`src/rtl/ist_pkg.sv`:
```
package ist_pkg;

    localparam int MAX_RANGES = 16;
    localparam int IDX_W = $clog2(MAX_RANGES);
    localparam int CNT_W = $clog2(MAX_RANGES + 1);
    localparam int TMP_W = $clog2(MAX_RANGES + 3);

    typedef enum logic [1:0] {
        OP_ADD   = 2'd0,
        OP_DEL   = 2'd1,
        OP_GET   = 2'd2,
        OP_CLEAR = 2'd3
    } op_t;

    typedef enum logic [1:0] {
        ST_OK      = 2'd0,
        ST_INVALID = 2'd1,
        ST_FULL    = 2'd2,
        ST_NONE    = 2'd3
    } status_t;

    typedef struct packed {
        logic [1:0]  status;
        logic [31:0] found_start;
        logic [31:0] found_end;
        logic        last;
    } result_t;

    // controller to datapath
    typedef struct packed {
        logic load;      // capture operand, reset scan
        logic rd_issue;  // read live entry at scan index
        logic proc;      // process registered read data
        logic finish;    // end of scan, flush pending operand
        logic cp_issue;  // read scratch entry at copy index
        logic cp_write;  // write registered scratch data to live table
        logic commit;    // set count from scratch count
        logic clear;
    } cmd_t;

    // datapath to controller
    typedef struct packed {
        logic scan_done;   // scan index reached count
        logic copy_done;   // copy index reached scratch count
        logic invalid;
        logic overflow;    // scratch count above capacity
        logic get_hit;     // current processed entry matches get
        logic any_hit;
        logic [1:0] op;
    } stat_t;

endpackage

```
`src/rtl/ist_if.sv`:
```
interface ist_in_if;
    import ist_pkg::*;
    logic        valid;
    logic        ready;
    logic [1:0]  operation;
    logic signed [31:0] range_start;
    logic signed [31:0] range_end;
    modport source (output valid, operation, range_start, range_end, input ready);
    modport sink (input valid, operation, range_start, range_end, output ready);
endinterface

interface ist_out_if;
    logic        valid;
    logic        ready;
    logic [1:0]  status;
    logic signed [31:0] found_start;
    logic signed [31:0] found_end;
    logic        last;
    modport source (output valid, status, found_start, found_end, last, input ready);
    modport sink (input valid, status, found_start, found_end, last, output ready);
endinterface

```
`src/rtl/ist_ram.sv`:
```
module ist_ram #(
    parameter int WIDTH = 64,
    parameter int DEPTH = 16
) (
    input  logic                     clk,
    input  logic                     we,
    input  logic [$clog2(DEPTH)-1:0] waddr,
    input  logic [WIDTH-1:0]         wdata,
    input  logic [$clog2(DEPTH)-1:0] raddr,
    output logic [WIDTH-1:0]         rdata
);
    logic [WIDTH-1:0] mem [DEPTH];

    always_ff @(posedge clk)
    begin
        if (we)
        begin
            mem[waddr] <= wdata;
        end
        rdata <= mem[raddr];
    end
endmodule

```
`src/rtl/ist_datapath.sv`:
```
module ist_datapath
    import ist_pkg::*;
(
    input  logic        clk,
    input  logic        rst_n,
    input  cmd_t        cmd,
    output stat_t       stat,
    input  logic [1:0]  operation,
    input  logic [31:0] range_start,
    input  logic [31:0] range_end,
    output logic [31:0] hit_start,
    output logic [31:0] hit_end
);
    localparam int TDEPTH = MAX_RANGES + 2;

    logic [1:0]        op_reg;
    logic signed [31:0] s_reg, e_reg;
    logic              placed_reg;
    logic [CNT_W-1:0]  count_reg;
    logic [CNT_W-1:0]  idx_reg;
    logic [TMP_W-1:0]  n_reg;
    logic [TMP_W-1:0]  cp_reg;
    logic              any_reg;

    logic [63:0]       live_rd, tmp_rd;
    logic              live_we;
    logic signed [31:0] rs, re;
    logic [CNT_W-1:0]  prev_idx;
    logic [IDX_W-1:0]  live_raddr;

    // up to two scratch pushes per processed entry: a then b
    logic              push_a, push_b;
    logic [63:0]       a_data, b_data;
    logic              tmp_we;
    logic [TMP_W-1:0]  tmp_waddr;
    logic [63:0]       tmp_wdata;
    logic              hold_b_reg;
    logic [63:0]       b_data_reg;
    logic signed [31:0] s_next, e_next;
    logic              placed_next;
    logic              hit;

    assign rs = live_rd[63:32];
    assign re = live_rd[31:0];
    assign hit = (rs < e_reg) && (s_reg < re);

    // keep reading the entry in process so a stalled get keeps its data
    assign prev_idx = idx_reg - 1'b1;
    assign live_raddr = cmd.rd_issue ? idx_reg[IDX_W-1:0] : prev_idx[IDX_W-1:0];

    always_comb
    begin
        push_a = 1'b0;
        push_b = 1'b0;
        a_data = live_rd;
        b_data = live_rd;
        s_next = s_reg;
        e_next = e_reg;
        placed_next = placed_reg;
        if (cmd.proc)
        begin
            unique case (op_reg)
                OP_ADD:
                begin
                    if (placed_reg)
                    begin
                        push_a = 1'b1;
                    end
                    else if (rs <= e_reg && s_reg <= re)
                    begin
                        if (rs < s_reg) s_next = rs;
                        if (re > e_reg) e_next = re;
                    end
                    else if (rs < s_reg)
                    begin
                        push_a = 1'b1;
                    end
                    else
                    begin
                        push_a = 1'b1;
                        a_data = {s_reg, e_reg};
                        push_b = 1'b1;
                        placed_next = 1'b1;
                    end
                end
                OP_DEL:
                begin
                    if (hit)
                    begin
                        if (rs < s_reg)
                        begin
                            push_a = 1'b1;
                            a_data = {rs, s_reg};
                            if (e_reg < re)
                            begin
                                push_b = 1'b1;
                                b_data = {e_reg, re};
                            end
                        end
                        else if (e_reg < re)
                        begin
                            push_a = 1'b1;
                            a_data = {e_reg, re};
                        end
                    end
                    else
                    begin
                        push_a = 1'b1;
                    end
                end
                default: ;
            endcase
        end
        else if (cmd.finish && op_reg == OP_ADD && !placed_reg)
        begin
            push_a = 1'b1;
            a_data = {s_reg, e_reg};
        end
    end

    // a second push is written in the following cycle from a holding register
    always_comb
    begin
        tmp_we = 1'b0;
        tmp_wdata = a_data;
        tmp_waddr = n_reg;
        if (hold_b_reg)
        begin
            tmp_we = n_reg < TMP_W'(TDEPTH);
            tmp_wdata = b_data_reg;
        end
        else if (push_a)
        begin
            tmp_we = n_reg < TMP_W'(TDEPTH);
        end
    end

    always_ff @(posedge clk)
    begin
        b_data_reg <= b_data;
        if (cmd.load)
        begin
            op_reg <= operation;
            s_reg <= range_start;
            e_reg <= range_end;
        end
        else
        begin
            s_reg <= s_next;
            e_reg <= e_next;
        end
    end

    always_ff @(posedge clk or negedge rst_n)
    begin
        if (!rst_n)
        begin
            count_reg <= '0;
            idx_reg <= '0;
            n_reg <= '0;
            cp_reg <= '0;
            placed_reg <= 1'b0;
            hold_b_reg <= 1'b0;
            any_reg <= 1'b0;
        end
        else
        begin
            hold_b_reg <= push_b;
            if (cmd.load)
            begin
                idx_reg <= '0;
                n_reg <= '0;
                cp_reg <= '0;
                placed_reg <= 1'b0;
                any_reg <= 1'b0;
            end
            else
            begin
                placed_reg <= placed_next;
                if (cmd.rd_issue) idx_reg <= idx_reg + 1'b1;
                if (cmd.cp_issue) cp_reg <= cp_reg + 1'b1;
                if (hold_b_reg || push_a) n_reg <= n_reg + 1'b1;
                if (cmd.proc && hit && op_reg == OP_GET) any_reg <= 1'b1;
            end
            if (cmd.clear) count_reg <= '0;
            else if (cmd.commit) count_reg <= CNT_W'(n_reg);
        end
    end

    logic [TMP_W-1:0] wr_idx_reg;
    always_ff @(posedge clk or negedge rst_n)
    begin
        if (!rst_n) wr_idx_reg <= '0;
        else if (cmd.load) wr_idx_reg <= '0;
        else if (cmd.cp_write) wr_idx_reg <= wr_idx_reg + 1'b1;
    end
    assign live_we = cmd.cp_write;

    ist_ram #(.WIDTH(64), .DEPTH(MAX_RANGES)) u_live (
        .clk   (clk),
        .we    (live_we),
        .waddr (wr_idx_reg[IDX_W-1:0]),
        .wdata (tmp_rd),
        .raddr (live_raddr),
        .rdata (live_rd)
    );

    ist_ram #(.WIDTH(64), .DEPTH(TDEPTH)) u_tmp (
        .clk   (clk),
        .we    (tmp_we),
        .waddr (tmp_waddr[$clog2(TDEPTH)-1:0]),
        .wdata (tmp_wdata),
        .raddr (cp_reg[$clog2(TDEPTH)-1:0]),
        .rdata (tmp_rd)
    );

    assign hit_start = live_rd[63:32];
    assign hit_end = live_rd[31:0];

    assign stat.scan_done = idx_reg >= count_reg;
    assign stat.copy_done = cp_reg >= n_reg;
    assign stat.invalid = !(s_reg < e_reg);
    assign stat.overflow = n_reg > TMP_W'(MAX_RANGES);
    assign stat.get_hit = hit;
    assign stat.any_hit = any_reg;
    assign stat.op = op_reg;
endmodule

```
`src/rtl/ist_ctrl.sv`:
```
module ist_ctrl
    import ist_pkg::*;
(
    input  logic  clk,
    input  logic  rst_n,
    input  logic  in_valid,
    output logic  in_ready,
    output cmd_t  cmd,
    input  stat_t stat,
    input  logic [31:0] hit_start,
    input  logic [31:0] hit_end,
    output logic  out_valid,
    input  logic  out_ready,
    output result_t out_data
);
    typedef enum logic [7:0] {
        S_IDLE  = 8'b0000_0001,
        S_CHECK = 8'b0000_0010,
        S_READ  = 8'b0000_0100,
        S_PROC  = 8'b0000_1000,
        S_FIN   = 8'b0001_0000,
        S_COPYR = 8'b0010_0000,
        S_COPYW = 8'b0100_0000,
        S_EMIT  = 8'b1000_0000
    } state_t;

    state_t  state_reg, state_next;
    logic    ov_reg, ov_next;
    result_t res_reg, res_next;
    logic    bsy_reg, bsy_next;   // get match pending in output
    logic    settle_reg, settle_next; // wait while a second push may still be written

    // output holding register frees before next get match is presented
    logic out_free;
    assign out_free = !ov_reg || out_ready;

    always_comb
    begin
        state_next = state_reg;
        ov_next = ov_reg && !out_ready;
        res_next = res_reg;
        bsy_next = bsy_reg;
        settle_next = 1'b0;
        cmd = '0;
        in_ready = 1'b0;
        unique case (state_reg)
            S_IDLE:
            begin
                in_ready = 1'b1;
                if (in_valid)
                begin
                    cmd.load = 1'b1;
                    state_next = S_CHECK;
                end
            end
            S_CHECK:
            begin
                if (stat.op == OP_CLEAR)
                begin
                    cmd.clear = 1'b1;
                    res_next = '{ST_OK, 32'd0, 32'd0, 1'b1};
                    state_next = S_EMIT;
                end
                else if (stat.invalid)
                begin
                    res_next = '{ST_INVALID, 32'd0, 32'd0, 1'b1};
                    state_next = S_EMIT;
                end
                else
                begin
                    state_next = S_READ;
                end
            end
            S_READ:
            begin
                if (stat.scan_done)
                begin
                    state_next = S_FIN;
                end
                else
                begin
                    cmd.rd_issue = 1'b1;
                    state_next = S_PROC;
                end
            end
            S_PROC:
            begin
                if (stat.op == OP_GET && stat.get_hit && !out_free)
                begin
                    state_next = S_PROC;
                end
                else
                begin
                    cmd.proc = 1'b1;
                    settle_next = 1'b1;
                    if (stat.op == OP_GET && stat.get_hit)
                    begin
                        // hold match; last decided later
                        if (bsy_reg)
                        begin
                            ov_next = 1'b1;
                        end
                        res_next = '{ST_OK, hit_start, hit_end, 1'b0};
                        bsy_next = 1'b1;
                    end
                    state_next = S_READ;
                end
            end
            S_FIN:
            begin
                if (settle_reg)
                begin
                    state_next = S_FIN;
                end
                else if (stat.op == OP_GET)
                begin
                    if (!out_free)
                    begin
                        state_next = S_FIN;
                    end
                    else
                    begin
                        if (bsy_reg) res_next.last = 1'b1;
                        else res_next = '{ST_NONE, 32'd0, 32'd0, 1'b1};
                        bsy_next = 1'b0;
                        state_next = S_EMIT;
                    end
                end
                else
                begin
                    cmd.finish = 1'b1;
                    state_next = S_COPYR;
                end
            end
            S_COPYR:
            begin
                if (settle_reg)
                begin
                    state_next = S_COPYR;
                end
                else if (stat.overflow)
                begin
                    res_next = '{ST_FULL, 32'd0, 32'd0, 1'b1};
                    state_next = S_EMIT;
                end
                else if (stat.copy_done)
                begin
                    cmd.commit = 1'b1;
                    res_next = '{ST_OK, 32'd0, 32'd0, 1'b1};
                    state_next = S_EMIT;
                end
                else
                begin
                    cmd.cp_issue = 1'b1;
                    state_next = S_COPYW;
                end
            end
            S_COPYW:
            begin
                cmd.cp_write = 1'b1;
                state_next = S_COPYR;
            end
            S_EMIT:
            begin
                if (out_free)
                begin
                    ov_next = 1'b1;
                    state_next = S_IDLE;
                end
            end
            default: state_next = S_IDLE;
        endcase
        if (state_reg == S_FIN && !settle_reg && stat.op != OP_GET)
        begin
            settle_next = 1'b1;
        end
    end

    // get match: previous held match is released when the next arrives
    result_t pend_reg;
    always_ff @(posedge clk)
    begin
        if (state_reg == S_PROC && cmd.proc && stat.op == OP_GET && stat.get_hit
            && bsy_reg)
        begin
            pend_reg <= res_reg;
        end
        else if (state_reg == S_EMIT && out_free)
        begin
            pend_reg <= res_reg;
        end
    end

    always_ff @(posedge clk)
    begin
        res_reg <= res_next;
    end

    always_ff @(posedge clk or negedge rst_n)
    begin
        if (!rst_n)
        begin
            state_reg <= S_IDLE;
            ov_reg <= 1'b0;
            bsy_reg <= 1'b0;
            settle_reg <= 1'b0;
        end
        else
        begin
            state_reg <= state_next;
            ov_reg <= ov_next;
            bsy_reg <= bsy_next;
            settle_reg <= settle_next;
        end
    end

    assign out_valid = ov_reg;
    assign out_data = pend_reg;
endmodule

```
`src/rtl/interval_set_table_top.sv`:
```
// interval_set_table_top keeps up to MAX_RANGES sorted, disjoint half-open
// ranges and takes one operation per input transaction: add (merging every
// overlapping or touching range), delete (which can split a range), get
// (one result transaction per overlapping range, in ascending order, last
// flag on the final one, or one no-match result) and clear. An add, delete
// or get with start not below end is ignored with an invalid status; an
// add or delete that would exceed capacity leaves the table unchanged and
// reports full. Operations run one at a time. An add or delete scans the
// live table entry by entry into a scratch table, then copies the scratch
// table back entry by entry; a get scans only. The scan pace is set by the
// registered read port of the table memory. A finished result sits in an
// output register while the next transaction is accepted.
module interval_set_table_top
    import ist_pkg::*;
(
    input  logic  clk,
    input  logic  rst_n,
    ist_in_if.sink    in_ch,
    ist_out_if.source out_ch
);
    cmd_t    cmd;
    stat_t   stat;
    result_t res;
    logic [31:0] hit_start, hit_end;

    // sequencer: scan, rebuild, copy back and result ordering
    ist_ctrl u_ctrl (
        .clk       (clk),
        .rst_n     (rst_n),
        .in_valid  (in_ch.valid),
        .in_ready  (in_ch.ready),
        .cmd       (cmd),
        .stat      (stat),
        .hit_start (hit_start),
        .hit_end   (hit_end),
        .out_valid (out_ch.valid),
        .out_ready (out_ch.ready),
        .out_data  (res)
    );

    // operand registers, live and scratch tables, merge and split logic
    ist_datapath u_dp (
        .clk         (clk),
        .rst_n       (rst_n),
        .cmd         (cmd),
        .stat        (stat),
        .operation   (in_ch.operation),
        .range_start (in_ch.range_start),
        .range_end   (in_ch.range_end),
        .hit_start   (hit_start),
        .hit_end     (hit_end)
    );

    assign out_ch.status      = res.status;
    assign out_ch.found_start = res.found_start;
    assign out_ch.found_end   = res.found_end;
    assign out_ch.last        = res.last;
endmodule
```
`src/flat_wrapper.sv`:
```
// flat-port wrapper written by rule: the top's interface ports become plain ports
module interval_set_table_top_flat import ist_pkg::*;
  (clk, rst_n, in_ch_valid, in_ch_operation, in_ch_range_start, in_ch_range_end, in_ch_ready, out_ch_valid, out_ch_status, out_ch_found_start, out_ch_found_end, out_ch_last, out_ch_ready);
  ist_in_if in_ch_i ();
  ist_out_if out_ch_i ();
  input  logic clk;
  input  logic rst_n;
  input wire logic [$bits(in_ch_i.valid)-1:0] in_ch_valid;
  input wire logic [$bits(in_ch_i.operation)-1:0] in_ch_operation;
  input wire logic [$bits(in_ch_i.range_start)-1:0] in_ch_range_start;
  input wire logic [$bits(in_ch_i.range_end)-1:0] in_ch_range_end;
  output wire logic [$bits(in_ch_i.ready)-1:0] in_ch_ready;
  output wire logic [$bits(out_ch_i.valid)-1:0] out_ch_valid;
  output wire logic [$bits(out_ch_i.status)-1:0] out_ch_status;
  output wire logic [$bits(out_ch_i.found_start)-1:0] out_ch_found_start;
  output wire logic [$bits(out_ch_i.found_end)-1:0] out_ch_found_end;
  output wire logic [$bits(out_ch_i.last)-1:0] out_ch_last;
  input wire logic [$bits(out_ch_i.ready)-1:0] out_ch_ready;
  assign in_ch_i.valid = in_ch_valid;
  assign in_ch_i.operation = in_ch_operation;
  assign in_ch_i.range_start = in_ch_range_start;
  assign in_ch_i.range_end = in_ch_range_end;
  assign in_ch_ready = in_ch_i.ready;
  assign out_ch_valid = out_ch_i.valid;
  assign out_ch_status = out_ch_i.status;
  assign out_ch_found_start = out_ch_i.found_start;
  assign out_ch_found_end = out_ch_i.found_end;
  assign out_ch_last = out_ch_i.last;
  assign out_ch_i.ready = out_ch_ready;
  interval_set_table_top u_core (.clk(clk), .rst_n(rst_n), .in_ch(in_ch_i), .out_ch(out_ch_i));
endmodule
```
`config.mk`:
```
export PLATFORM = sky130hd
export DESIGN_NAME = interval_set_table_top_flat
export DESIGN_NICKNAME = d
export VERILOG_FILES = /design/src/rtl/ist_pkg.sv /design/src/rtl/ist_if.sv /design/src/rtl/ist_ram.sv /design/src/rtl/ist_datapath.sv /design/src/rtl/ist_ctrl.sv /design/src/rtl/interval_set_table_top.sv /design/src/flat_wrapper.sv
export SDC_FILE = /design/constraint.sdc
export NUM_CORES = 2
export LEC_CHECK = 0
export BUFFER_PORTS_ARGS = -buffer_cell sky130_fd_sc_hd__buf_2
export CORE_MARGIN = 2
export CORE_UTILIZATION = 55
export CTS_BUF_LIST = sky130_fd_sc_hd__clkbuf_8
export DETAILED_ROUTE_END_ITERATION = 16
export GPL_TIMING_DRIVEN = 0
export PLACE_DENSITY = 0.69
export SLEW_MARGIN = 20
export SYNTH_ARGS = -nofsm -noshare
export SYNTH_HDL_FRONTEND = slang
export SYNTH_SLANG_ARGS = --single-unit
export TNS_END_PERCENT = 20
```
`constraint.sdc`:
```
create_clock -name clk -period 6.9 [get_ports clk]
set_input_delay 0 -clock clk [delete_from_list [all_inputs] [get_ports clk]]
set_output_delay 0 -clock clk [all_outputs]
set_load 0.03 [all_outputs]
```
After elaboration in Yosys (flattened, before gate mapping). Memories as Yosys holds them, arrays and structs flattened. A register that Yosys moved wholly into a read port is not among the register bits. Cells that the tools add are included.

Memory bits (writable): 2176. Output and inout port bits: 69. Input port bits: 70. Register bits after elaboration: 302. Memories kept: 2.

Mux-type cells: 122. Equal/unequal tests: 24. Reduce and logical (&&, ||, !) cells: 42. Add/subtract/negate cells: 5. Magnitude comparators: 12.

Memories: u_core.u_dp.u_tmp.mem (depth 18, bits a word 64, read ports 1, clocked after Yosys merged registers in 1, wr ports 1, line ist_ram.sv:12) `logic [WIDTH-1:0] mem [DEPTH];`; u_core.u_dp.u_live.mem (depth 16, bits a word 64, read ports 1, clocked after Yosys merged registers in 1, wr ports 1, line ist_ram.sv:12).

Operator list (number): $mux 64 (13); $mux 67 (12); $mux 32 (12); $pmux 67 s4 (1); $lt 32x32->1 (5); $pmux 64 s2 (1); $mux 8 (10); $mux 66 (1); $le 32x32->1 (2); $pmux 8 s8 (1); $mux 5 (11); $mux 1 (54); $gt 32x32->1 (1); $reduce_bool 2->1 (12); $add 5x1->5 const B (4); $ne 2x2->1 const B (10); $logic_and 1x1->1 (14); $ge 5x5->1 (2); $reduce_and 10->1 (1); $reduce_and 5->1 (2); $reduce_and 9->1 (1); $eq 8x1->1 const B (1); $eq 8x2->1 const B (1); $eq 8x3->1 const B (1); 21 further kinds (32).

Logic depth before layout (Yosys ltp).
Depth in word-level cells: 12. Gate-level depth with buffers: 17. Depth with buffers taken out: 12.

Hierarchy. Synthesis repeated with hierarchy kept, for this count alone.

Cells, all modules: 5498. Area total of the unflattened synthesis: 103220.2 µm².

Modules (own cells, without submodules): ist_ram at u_core.u_dp.u_tmp (cells each 2072, seq. area each 35874.4 µm², area an instance 45318.5 µm², instances 1); ist_ram at u_core.u_dp.u_live (cells each 1647, seq. area each 32030.7 µm², area an instance 39581.7 µm², instances 1); ist_datapath (cells each 1475, seq. area each 3938.8 µm², area an instance 13010.0 µm², instances 1); ist_ctrl (cells each 304, seq. area each 4300.4 µm², area an instance 5310.1 µm², instances 1).

Least setup slack after synthesis. Ideal clock, no wire load.

Path kind: flip-flop to flip-flop. Start point: reg u_core.u_dp.e_reg[14]. End point: reg u_core.u_ctrl.pend_reg, in the netlist u_core.u_ctrl.out_data[0] (enable). Cell stages (with the launch flop): 13. Buffers on the path: 2. Arrival: 5.676 ns. Library setup time: 0.516 ns. Setup slack: 0.708 ns. Cells stage by stage: edfxtp_1 inv_1 ha_1 nand4_1 nor4_1 a21boi_0 o31ai_1 a31o_2 o21ai_2 o21ai_0 clkbuf_1 clkbuf_1 o22ai_1.

Longest elaborated chain between the ends: 11.

RTL lines: start, declared (line ist_datapath.sv:17) `logic signed [31:0] s_reg, e_reg;`; start signal, assigned (line ist_datapath.sv:145) `e_reg <= range_end;`; start signal, assigned (line ist_datapath.sv:150) `e_reg <= e_next;`; $lt 32x32->1 * (line ist_datapath.sv:45) `assign hit = (rs < e_reg) && (s_reg < re);`; $logic_and 1x1->1 * (line ist_datapath.sv:45); $logic_and 1x1->1 (2 in series) (line ist_ctrl.sv:88) `if (stat.op == OP_GET && stat.get_hit && !out_free)`; $mux 1 (line ist_ctrl.sv:88); $mux 1 (line ist_ctrl.sv:46) `unique case (state_reg)`; $logic_and 1x1->1 (2 in series) (line ist_ctrl.sv:183) `if (state_reg == S_PROC && cmd.proc && stat.op == OP_GET && stat.get_hit`; $logic_and 1x1->1 * (line ist_ctrl.sv:183); $logic_and 1x1->1 * (line ist_ctrl.sv:184) `&& bsy_reg)`; $reduce_bool 2->1 (no line) *; end signal, assigned (line ist_ctrl.sv:186) `pend_reg <= res_reg;`; end signal, assigned (line ist_ctrl.sv:190) `pend_reg <= res_reg;`; end, declared (line ist_ctrl.sv:180) `result_t pend_reg;`.

Every way passes the cells marked *; elsewhere a longest branch is shown, timed or not. A chain may end at the register's enable or synchronous reset.

Worst setup path after layout.
Start point: reg u_core.u_dp.cp_reg[0]. End point: reg u_core.u_dp.cp_reg[4].

Longest elaborated chain between the ends: 6. Elaborated cells on any way between the ends: 9. Those cells by class: 1 x add/sub; 1 x order compare; 6 x mux; 1 x reduce/logical.

RTL lines: start, declared (line ist_datapath.sv:22) `logic [TMP_W-1:0] cp_reg;`; start signal, assigned (line ist_datapath.sv:181) `if (cmd.cp_issue) cp_reg <= cp_reg + 1'b1;`; $ge 5x5->1 (line ist_datapath.sv:221) `assign stat.copy_done = cp_reg >= n_reg;`; $mux 1 (line ist_ctrl.sv:146) `else if (stat.copy_done)`; $mux 1 (line ist_ctrl.sv:141) `else if (stat.overflow)`; $mux 1 (line ist_ctrl.sv:137) `if (settle_reg)`; $mux 1 (line ist_ctrl.sv:46); $reduce_bool 2->1 (no line).

Parallel ways exist; a longest one is shown, timed or not. The select of a mux whose other input is x is not followed.

==> summary.txt <==
placed insts - 9474
maximum vdd drop - 0.2170 mV
via count - 66610
Reg2Reg Launch Point - u_core.u_dp.cp_reg[0]$_DFFE_PN0P_
WP buf/inv - 6
Pleak - 41.39 nW
metal3 WL - 32.85 mm
Top FF cell, synth - edfxtp_1
met2 routed WL - 164.3 mm
CTS buffer count - 422
R2R Setup Slk - 470 ps
most frequent cell after synthesis - edfxtp_1
Layout Cells excl Fill - 10400
DR top layer - met5
worst skew pair latency - 1160 ps
yosys warns - 0
clock root buffer - clkbuf_8
dpl hpwl - 237.0 mm
clk sinks - 2605
die width - 446.0 microns
Power Total - 32.35 mW
Post-DRT Antenna Nets - 0
outcome - complete, no violations
worst path required time - 7980 ps
Initial Util - 0.5521
CP Class - register to register
Post-synth EDFFs - 2376
CP arrival - 7510 ps
Seq cells post-synth - 2605
num rows - 162
CP max FO - 10
final hold viol count - 0
most common library cells after synthesis - edfxtp_1, nand2_1, a21oi_1
hold_sp - in_ch_operation[1]
dpl ws - 479.0 ps
largest net degree at the start of global routing - 50
Syn Inst Count - 6706
Final Routed Wirelength - 339.7 mm
die height - 446.0 microns
Post-CTS Setup Inserts - 0
Cell variety after synth - 88
port bufs - 138
die area - 198900 sq um
largest registers - u_core.u_dp.u_tmp.mem (1152), u_core.u_dp.u_live.mem (1024)
Worst Hold Class - input pin to register
H-Tree Depth - 5
Residual DRC - 0
capturing element type of the critical path - register
Most flops, register - u_core.u_dp.u_tmp.mem
area grow syn2layout - 14.51%
Crit path max-delay family - buffers and inverters
initial antenna violation count - 36
sequential fraction of the synthesis area - 0.7086
Yosys top cell area share - 0.6641
Critical Path Start Type - register
nets - 7747
1st-pass router iterations - 6
# IOs - 139
syn_nets - 6954
clock slew seen by the registers of the worst setup and hold paths - 60 ps
Worst R2R End - u_core.u_dp.cp_reg[4]$_DFFE_PN0P_
final critical-path share of the clock period - 0.9316
FMAX - 155.6 MHz
Synth area leaders - edfxtp_1, mux4_2, dfxtp_1
Met1 Wirelength - 123.5 mm
Crit-path slowest cell - nor3_1
max_cap viols - 0
Slew Viols, Final - 0
Post-Syn Area - 107400 sq um
post-synth top area cell - edfxtp_1
final setup margin - 471.8 ps
Async S/R FF share, synth - 0.01420
layout cells sized above 1 - 0.2078
Wirelength per Cell - 32.67 microns
syn_area_per_cell - 16.02 sq um
global route overflow - 0
Placer Congestion - 0.9664
TritonCTS clock tree - built
CP cell instances - clkbuf_1 -> clkbuf_1 -> clkbuf_2 -> buf_2 -> buf_1 -> inv_1 -> ha_1 -> nand2b_1 -> a21o_1 -> a21o_1 -> a21oi_1 -> o211ai_1 -> nor3_1 -> nand4_1 -> xor2_1 -> nor2_1
Slew HR - 0.1587
first-pass GRT wire length - 474.1 mm
hold worst-path end - u_core.u_dp.op_reg[1]$_DFFE_PP_
Period minus WS final - 6428 ps
Pwr Density - 263.0 nW/um^2
Slew @ Worst Pin - 1262 ps
Fin Clk Skew - 106.1 ps
max reg flops - 1152
Via density - 6.407
max incr delay on CP - 980 ps
Hold Path Depth - 3
Final setup viols - 0
1st-iter DRT viols - 7903
number of global-route vias before repair - 65470
R2R depth - 16
Placeable Area - 194600 sq um
gr usage total - 0.3406
RSZ-0062 raised after global routing - false
Clock Tree Buf Depth - 4
[worst min-delay path, delay by kind of cell]
kind	cells	cell delay, ps
buf+inv	3	1140
[where the power goes]
group          switching [mW]  total, mW  internal [mW]
Sequential              0.310       17.6           17.3
Clock                    6.06       12.3           6.28
Combinational            1.66       2.40          0.740
Total                    8.03       32.3           24.3
[final cells by class]
type / instances / area, sq um
Multi-Input combinational cell: 3549 / 29650
Tap cell: 2542 / 3181
Antenna cell: 26 / 65.06
Clock buffer: 463 / 6372
Inverter: 130 / 493.0
Fill cell: 14030 / 71570
Timing Repair Buffer: 369 / 4051
Sequential cell: 2605 / 76120
Buffer: 422 / 1773
Clock inverter: 290 / 1303
[layer usage]
layer / track usage / vias to the layer above
li1: - / 28190
met1: 0.4318 / 33840
met2: 0.5549 / 3732
met3: 0.07442 / 816
met4: 0.1754 / 22
met5: 0 / -
[kinds of logic after synthesis]
kind of cell	Yosys count	share of synthesized area
buf+inv	552	0.02075
mux	860	0.1209
xor+xnor	14	0.001141
compound gates	1163	0.07285
fa+ha+maj	178	0.02073
flops	2605	0.7086
simple gates	1334	0.05510
[cells in the final DEF, fill, tap and decap left out, drive strengths merged, types with 244 or more instances in the layout]
cell type / synthesis / final
buf: 132 / 349
mux2: 295 / 295
mux2i: 245 / 245
mux4: 320 / 320
a21oi: 406 / 406
inv: 130 / 296
nand2: 737 / 737
nor2: 244 / 244
clkbuf: 290 / 766
edfxtp: 2376 / 2376
[stage by stage]
stage | setup TNS, ps | util | cell area, sq um | hold WS (ps)
2_1_floorplan | 0 | - | 107400 | -295.6
3_3_place_gp | -5145460 | 0.5720 | 111300 | 176.2
3_5_place_dp | 0 | 0.5845 | 113700 | 183.9
4_1_cts | 0 | 0.6313 | 122800 | 22.17
5_1_grt | 0 | 0.6319 | 123000 | 115.3
6_report | 0 | 0.6322 | 123000 | 81.95
[what timing repair did]
item | in CTS | in global routing
hold buffers | 140 | 0
resized for setup | 0 | 0
endpoints found under the hold margin | 128 | 0
[how the worst max path moves through the flow]
stage,start,end,cells past startpoint
final,u_core.u_dp.cp_reg[0]$_DFFE_PN0P_,u_core.u_dp.cp_reg[4]$_DFFE_PN0P_,16
after global routing,u_core.u_dp.cp_reg[0]$_DFFE_PN0P_,u_core.u_dp.cp_reg[4]$_DFFE_PN0P_,16
after CTS,u_core.u_dp.u_live.rdata[19]$_DFF_P_,u_core.u_dp.u_tmp.mem[14][49]$_DFFE_PP_,14
after detailed placement,u_core.u_dp.cp_reg[0]$_DFFE_PN0P_,u_core.u_dp.cp_reg[3]$_DFFE_PN0P_,16
after global placement,u_core.u_dp.u_live.rdata[31]$_DFF_P_,u_core.u_dp.u_tmp.mem[13][13]$_DFFE_PP_,11
after floorplan,u_core.u_dp.e_reg[14]$_DFFE_PP_,u_core.u_ctrl.out_data[0]$_DFFE_PP_,12
Power figures use the tool's default switching activity.
